==> src/sv/wmf_pkg.sv <==
`timescale 1ns / 1ps
// wmf_pkg: types and constants shared by the windowed median filter.
// No dependencies.
package wmf_pkg;

  typedef enum logic [0:0] {
    FUNC_LOAD  = 1'b0,
    FUNC_QUERY = 1'b1
  } func_e;

  typedef enum logic [1:0] {
    REG_RADIUS  = 2'd0,
    REG_WIDTH   = 2'd1,
    REG_HEIGHT  = 2'd2,
    REG_CHANNEL = 2'd3
  } reg_e;

  typedef enum logic [1:0] {
    CH_RED   = 2'd0,
    CH_GREEN = 2'd1,
    CH_BLUE  = 2'd2
  } chan_e;

  typedef enum logic [2:0] {
    ST_IDLE,
    ST_CLEAR,
    ST_GATHER,
    ST_DRAIN,
    ST_SCAN,
    ST_OUT
  } state_e;

  localparam int unsigned NumBins = 256;
  localparam int unsigned BinW    = 8;

  typedef struct packed {
    logic [0:0] func;
    logic [7:0] pos_x;
    logic [7:0] pos_y;
    logic [7:0] red_sample;
    logic [7:0] green_sample;
    logic [7:0] blue_sample;
  } in_word_t;

  typedef struct packed {
    logic [7:0] median_value;
    logic [7:0] out_x;
    logic [7:0] out_y;
  } out_word_t;

  // controller -> datapath
  typedef struct packed {
    logic setup;      // latch query, compute window bounds
    logic clear;      // zero one histogram bin
    logic gather;     // issue one window read
    logic scan;       // examine one histogram bin
  } dp_cmd_t;

  // datapath -> controller
  typedef struct packed {
    logic clear_done;
    logic gather_done;
    logic pipe_empty;
    logic found;
  } dp_sts_t;

endpackage

==> src/sv/wmf_ctrl.sv <==
`timescale 1ns / 1ps
// wmf_ctrl: sequencer for load words and query words (clear, gather, drain, scan, present).
// Depends on wmf_pkg.
module wmf_ctrl import wmf_pkg::*; (
  input  logic     clk_i,
  input  logic     rst_ni,
  input  logic     in_valid_i,
  input  logic     in_func_i,
  output logic     in_stall_o,
  output logic     out_valid_o,
  input  logic     out_stall_i,
  output logic     load_o,
  output dp_cmd_t  cmd_o,
  input  dp_sts_t  sts_i
);
  state_e state_q, state_d;

  always_ff @(posedge clk_i or negedge rst_ni) begin
    if (!rst_ni) state_q <= ST_IDLE;
    else         state_q <= state_d;
  end

  always_comb begin
    state_d = state_q;
    cmd_o = '0;
    in_stall_o = 1'b1;
    out_valid_o = 1'b0;
    load_o = 1'b0;
    case (state_q)
      ST_IDLE: begin
        in_stall_o = 1'b0;
        if (in_valid_i) begin
          if (in_func_i == FUNC_QUERY) begin
            cmd_o.setup = 1'b1;
            state_d = ST_CLEAR;
          end else begin
            load_o = 1'b1;
          end
        end
      end
      ST_CLEAR: begin
        cmd_o.clear = 1'b1;
        if (sts_i.clear_done) state_d = ST_GATHER;
      end
      ST_GATHER: begin
        cmd_o.gather = 1'b1;
        if (sts_i.gather_done) state_d = ST_DRAIN;
      end
      ST_DRAIN: begin
        if (sts_i.pipe_empty) state_d = ST_SCAN;
      end
      ST_SCAN: begin
        cmd_o.scan = 1'b1;
        if (sts_i.found) state_d = ST_OUT;
      end
      ST_OUT: begin
        out_valid_o = 1'b1;
        if (!out_stall_i) state_d = ST_IDLE;
      end
      default: state_d = ST_IDLE;
    endcase
  end
endmodule
==> config.mk <==
export PLATFORM = sky130hd
export DESIGN_NAME = wmf_ctrl
export DESIGN_NICKNAME = d
export VERILOG_FILES = /design/src/sv/wmf_pkg.sv /design/src/sv/wmf_ctrl.sv
export SDC_FILE = /design/constraint.sdc
export NUM_CORES = 1
export LEC_CHECK = 0
export BUFFER_PORTS_ARGS = -buffer_cell sky130_fd_sc_hd__buf_4
export CORE_AREA = 4 4 41 43
export DETAILED_ROUTE_END_ITERATION = 6
export DIE_AREA = 0 0 45 47
export MAX_ROUTING_LAYER = met4
export PLACE_DENSITY = 0.51
export SYNTH_ARGS = -nofsm -noshare
export SYNTH_HDL_FRONTEND = slang
export SYNTH_SLANG_ARGS = --single-unit
==> constraint.sdc <==
create_clock -name clk_i -period 2.5 [get_ports clk_i]
set_clock_uncertainty 0.2 [all_clocks]
set_input_delay 0.125 -clock clk_i [delete_from_list [all_inputs] [get_ports clk_i]]
set_output_delay 0.125 -clock clk_i [all_outputs]
set_load 0.01 [all_outputs]
==> results.sh, run 1 <==
export IMPL_largest_reg_flops=3
export IMPL_wl_met1_um=305
export IMPL_max_cap_violations=0
export IMPL_layout_nets=59
export IMPL_worstHoldPathType="input pin to asynchronous set/reset pin"
export IMPL_start_util_pct=16.63
export IMPL_drive_gt1_share_pct=36.73
export IMPL_post_drt_via_cell_ratio=4.031
export IMPL_multiInputGateArea_sq_um=128.9
export IMPL_instances_no_fill=64
export IMPL_antenna_cells=0
export IMPL_hold_viol=0
export IMPL_setup_viol=0
export IMPL_regArea_sq_um=75.07
export IMPL_fp_coreArea_sq_um=1301
export IMPL_ys_warn_count=0
export IMPL_tns_ps=0
export IMPL_regMostFlops="state_q"
export IMPL_cts_root_buf="clkbuf_4"
export IMPL_synth_seq_cells=3
export IMPL_outcome="finished clean"
export IMPL_place_congestion=0.7075
export IMPL_syn_area_per_cell_sq_um=7.731
export IMPL_first_pass_iters=2
export IMPL_rsz0062_at_grt="false"
export IMPL_synth_nets=37
export IMPL_wl_met3_um=47
export IMPL_dpl_hpwl_um=498.3
export IMPL_required_ps=2170
export IMPL_wl_met2_um=258
export IMPL_finalCriticalPeriod_ps=1630
export IMPL_critPathMaxFanout=8
export IMPL_cts_buffers=3
export IMPL_drtIter0Drc=2
export IMPL_utilization_pct=30.67
export IMPL_leakage_nw=0.2105
export IMPL_powerDensity_nw_per_um2=1023
export IMPL_maxSlewHeadroom_pct=82.10
export IMPL_drc=0
export IMPL_worst_pin_slew_ps=266.4
export IMPL_rows=13
export IMPL_die_area_sq_um=2115
export IMPL_clockBufferDepth=2
export IMPL_die_h_um=47
export IMPL_drv_slew=0
export IMPL_portBuffers=15
export IMPL_syn_area_sq_um=216.5
export IMPL_grt_overflow=0
export IMPL_grt_max_degree=9
export IMPL_grt_pass1_wl_um=917
export IMPL_wl_per_cell_um=9.547
export IMPL_setup_worst_path_start_class="flop"
export IMPL_synth_cells=28
export IMPL_grt_usage_pct=6.944
export IMPL_end_kind="primary output"
export IMPL_r2r_cells=3
export IMPL_cts_tree="done"
export IMPL_cts_resized=0
export IMPL_grt_pass1_vias=229
export IMPL_dp_cells=57
export IMPL_seq_area_frac_synth_pct=34.68
export IMPL_ys_types=16
export IMPL_top_regs="state_q x3"
export IMPL_n_fill_cell=151
export IMPL_clk_pin_slew_ps=40
export IMPL_ant_nets=0
export IMPL_ir_drop_mv=0.3659
export IMPL_clock_latency_ps=230
export IMPL_timing_rr_end="state_q[2]$_DFFE_PN0P_"
export IMPL_dieWidth_um=45
export IMPL_num_io_pins=16
export IMPL_clkSinkCount=3
export IMPL_drt_wl_total_um=611
export IMPL_max_freq_ghz=0.6136
export IMPL_area_growth_pct=84.39
export IMPL_vias=258
export IMPL_antenna_found_initial=0
export IMPL_worst_setup_path_type="flop to primary output"
export IMPL_reg2reg_slack_ps=870
export IMPL_finalCritPeriodShare_pct=65.19
export IMPL_critical_path_arrival_ps=1300
export IMPL_rr_startpoint="state_q[1]$_DFFE_PN0P_"
export IMPL_htree_num_levels=1
export IMPL_routed_top_layer="met3"
## through the flow
stage | worst slack [ps] | power, mW | area (sq um) | hold slack [ps]
after CTS | 843.4 | 0.4211 | 399.1 | 14.63
after global placement | 962.6 | 0.3204 | 342.8 | -283.0
after detailed placement | 973.6 | 0.3193 | 342.8 | -283.4
after floorplan | 989.9 | 0.2264 | 216.5 | -370.6
final | 870.2 | 0.4084 | 399.1 | 23.53
after global routing | 769.1 | 0.4527 | 399.1 | 14.40
## synth_stat cells (all sizes together)
| master | count | share of area (%) |
|---|---|---|
| or3b | 1 | 4.0 |
| a21oi | 1 | 2.3 |
| nand2 | 3 | 5.2 |
| nor3 | 1 | 2.3 |
| and3 | 1 | 2.9 |
| inv | 2 | 3.5 |
| nor3b | 1 | 3.5 |
| nor2 | 7 | 12 |
| and3b | 1 | 4.0 |
| dfrtp | 3 | 35 |
| nand2b | 2 | 5.8 |
| buf | 1 | 2.3 |
| o2bb2a | 1 | 4.6 |
| o22ai | 1 | 2.9 |
| mux2 | 1 | 5.2 |
| mux2i | 1 | 4.6 |
## how the worst max path moves through the flow
stage | startpoint | end | slack [ps] | depth (start not counted)
6_report | state_q[0]$_DFFE_PN0P_ | cmd_o[3] | 870 | 3
2_1_floorplan | state_q[0]$_DFFE_PN0P_ | state_q[0]$_DFFE_PN0P_ | 990 | 4
3_3_place_gp | state_q[1]$_DFFE_PN0P_ | state_q[0]$_DFFE_PN0P_ | 960 | 3
4_1_cts | state_q[0]$_DFFE_PN0P_ | cmd_o[3] | 840 | 3
3_5_place_dp | state_q[1]$_DFFE_PN0P_ | state_q[0]$_DFFE_PN0P_ | 970 | 3
5_1_grt | state_q[0]$_DFFE_PN0P_ | cmd_o[3] | 770 | 3
## per-layer routing
| metal | vias up | GRT usage [%] |
|---|---|---|
| met5 | - | - |
| met4 | 0 | 8.772 |
| met3 | 0 | 2.299 |
| met2 | 12 | 7.345 |
| met1 | 110 | 8.676 |
| li1 | 136 | - |
## cell type report
class	count	area share (%)
flip-flops and latches	3	18.81
inverters	2	1.881
clock buffers	4	6.583
multi-input cells	22	32.29
well taps	15	4.702
repair buffers	18	35.74
## worst max-delay path: stages, from the launching register on
cell	delay, ps
dfrtp_1	450
nor3_1	290
and3_1	210
buf_4	120
## layout by cell type, fill, tap and decap left out
cell type and n:
and3_1 1, buf_4 15, nor3b_1 1, mux2i_1 1
mux2_1 1, dlygate4sd3_1 3, dfrtp_1 3, nor3_1 1
inv_1 2, or3b_1 1, nand2_1 3, clkbuf_4 3
a21oi_1 1, nand2b_1 2, and3b_1 1, nor2_1 7
o2bb2a_1 1, o22ai_1 1, clkbuf_1 1
## report_power, final
part | switching (mW) | internal (mW) | total [mW] | leakage (nW)
Sequential | 0.0390 | 0.0708 | 0.110 | 0.0387
Clock | 0.0234 | 0.0597 | 0.0831 | 0.0150
Combinational | 0.0927 | 0.123 | 0.216 | 0.157
Total | 0.155 | 0.253 | 0.408 | 0.210
## cell families after synthesis
logic type             Yosys count  synth area share [%]
and+or+nand+nor                 17                 39.89
AOI/OAI and AO/OA                3                 9.826
DFF                              3                 34.68
buffers and inverters            3                 5.779
muxes                            2                 9.826
## timing repair
item	CTS	global route
buffers inserted	0	0
hold endpoints to repair	4	0
hold buffers	3	0
(Power assumes the default switching activity.)
==> run 2, diff against run 1 <==
==> constraint.sdc (replaced) <==
create_clock -name clk_i -period 1.68 [get_ports clk_i]
set_clock_uncertainty 0.2 [all_clocks]
set_input_delay 0.084 -clock clk_i [delete_from_list [all_inputs] [get_ports clk_i]]
set_output_delay 0.084 -clock clk_i [all_outputs]
set_load 0.01 [all_outputs]
==> results.sh, run 2 (same netlist as run 1, synthesis figures left out) <==
export IMPL_die_area_sq_um=2115
export IMPL_worst_pin_slew_ps=266.4
export IMPL_grt_usage_pct=7.190
export IMPL_whs_path_depth=4
export IMPL_cp_cell_sequence="nand2b_1, o22ai_1, dlygate4sd3_1"
export IMPL_setup_viol=0
export IMPL_required_ps=1640
export IMPL_cts_buffers=3
export IMPL_vias=266
export IMPL_regMostFlops="state_q"
export IMPL_wl_met2_um=272
export IMPL_preCtsSetupSlack_ps=153.6
export IMPL_finalCritPeriodShare_pct=95.29
export IMPL_drt_wl_total_um=627
export IMPL_ir_drop_mv=0.5581
export IMPL_end_kind="flop"
export IMPL_post_drt_via_cell_ratio=4.030
export IMPL_worst_setup_path_type="flop to flop"
export IMPL_drv_slew=0
export IMPL_fp_coreArea_sq_um=1301
export IMPL_wl_met1_um=314
export IMPL_antenna_cells=0
export IMPL_ant_nets=0
export IMPL_critical_path_top_delay_family="buffers and inverters"
export IMPL_clk_pin_slew_ps=40
export IMPL_power_total_uw=617.0
export IMPL_instances_no_fill=66
export IMPL_crit_cells=3
export IMPL_largest_reg_flops=3
export IMPL_critical_path_arrival_ps=1570
export IMPL_grt_pass1_vias=246
export IMPL_critPathMaxFanout=8
export IMPL_layout_nets=61
export IMPL_finalCriticalPeriod_ps=1601
export IMPL_routed_top_layer="met3"
export IMPL_portBuffers=15
export IMPL_cts_tree="done"
export IMPL_dpl_hpwl_um=498.3
export IMPL_first_pass_iters=2
export IMPL_powerDensity_nw_per_um2=1463
export IMPL_antenna_found_initial=0
export IMPL_mostFrequentLayoutCell="buf_4"
export IMPL_final_cell_mix="15 x buf_4, 7 x nor2_1, 5 x dlygate4sd3_1, 3 x nand2_1, 3 x clkbuf_4"
export IMPL_wl_per_cell_um=9.500
export IMPL_leakage_nw=0.2163
export IMPL_rsz0062_at_grt="false"
export IMPL_htree_num_levels=1
export IMPL_clkSinkCount=3
export IMPL_rows=13
export IMPL_slowest_stage="dlygate4sd3_1"
export IMPL_finalInstanceArea_sq_um=421.7
export IMPL_clockBufferDepth=2
export IMPL_drive_gt1_share_pct=39.22
export IMPL_num_io_pins=16
export IMPL_holdWs_ps=11.45
export IMPL_drc=0
export IMPL_grt_pass1_wl_um=966
export IMPL_grt_max_degree=9
export IMPL_die_h_um=47
export IMPL_hold_viol=0
export IMPL_worstHoldPathType="input pin to flop"
export IMPL_outcome="finished clean"
export IMPL_grt_overflow=0
export IMPL_dp_cells=57
export IMPL_max_freq_ghz=0.6247
export IMPL_setup_worst_path_start_class="flop"
export IMPL_start_util_pct=16.63
export IMPL_setup_slack_ps=79.19
export IMPL_area_growth_pct=94.80
export IMPL_place_congestion=0.7076
export IMPL_post_dp_cell_area_sq_um=342.8
export IMPL_cp_num_buf_inv=1
export IMPL_wl_met3_um=40
export IMPL_n_fill_cell=150
export IMPL_dieWidth_um=45
export IMPL_utilization_pct=32.40
export IMPL_slowest_delay_ps=560
export IMPL_top_regs="state_q x3"
export IMPL_max_cap_violations=0
export IMPL_clock_latency_ps=230
export IMPL_drtIter0Drc=2
export IMPL_r2r_cells=3
export IMPL_cts_root_buf="clkbuf_4"
export IMPL_tns_ps=0
export IMPL_maxSlewHeadroom_pct=82.10
==> run 2: final cells by class <==
class / count / area [sq um] / share of cell area (%)
inverter: 2 / 7.507 / 1.780
tap: 15 / 18.77 / 4.451
timing repair buffer: 20 / 162.7 / 38.58
multi-input combinational: 22 / 128.9 / 30.56
sequential: 3 / 77.57 / 18.40
clock buffer: 4 / 26.28 / 6.231
==> run 2: path summary, 6_finish.rpt <==
check / from / endpoint / slack, ps
min in group asynchronous: rst_ni / state_q[2]$_DFFE_PN0P_ / 530
max in group asynchronous: rst_ni / state_q[1]$_DFFE_PN0P_ / 590
hold reg to reg: state_q[2]$_DFFE_PN0P_ / state_q[1]$_DFFE_PN0P_ / 310
setup / recovery: state_q[1]$_DFFE_PN0P_ / state_q[2]$_DFFE_PN0P_ / 80
setup reg to reg: state_q[1]$_DFFE_PN0P_ / state_q[2]$_DFFE_PN0P_ / 80
hold / removal: out_stall_i / state_q[0]$_DFFE_PN0P_ / 10
==> run 2: worst min-delay path: cells and delay by family <==
kind	cells	cell delay, ps
mux	1	60
buf+inv	1	80
simple gates	2	180
==> run 2: routing by layer <==
layer  vias up  track usage, %
met3         0           2.299
met5         -               -
li1        140               -
met2        12           7.910
met4         0           8.772
met1       114           8.904
==> run 2: what timing repair did <==
action	CTS	global route
endpoints found under the setup margin	0	2
hold endpoints to repair	5	0
gates resized for setup	0	2
hold buffers	5	0
buffers inserted	0	0
==> run 2: report_power, final <==
group	switching (mW)	internal, mW	total, mW
clock network	0.0354	0.0889	0.124
logic	0.139	0.186	0.325
registers	0.0579	0.110	0.168
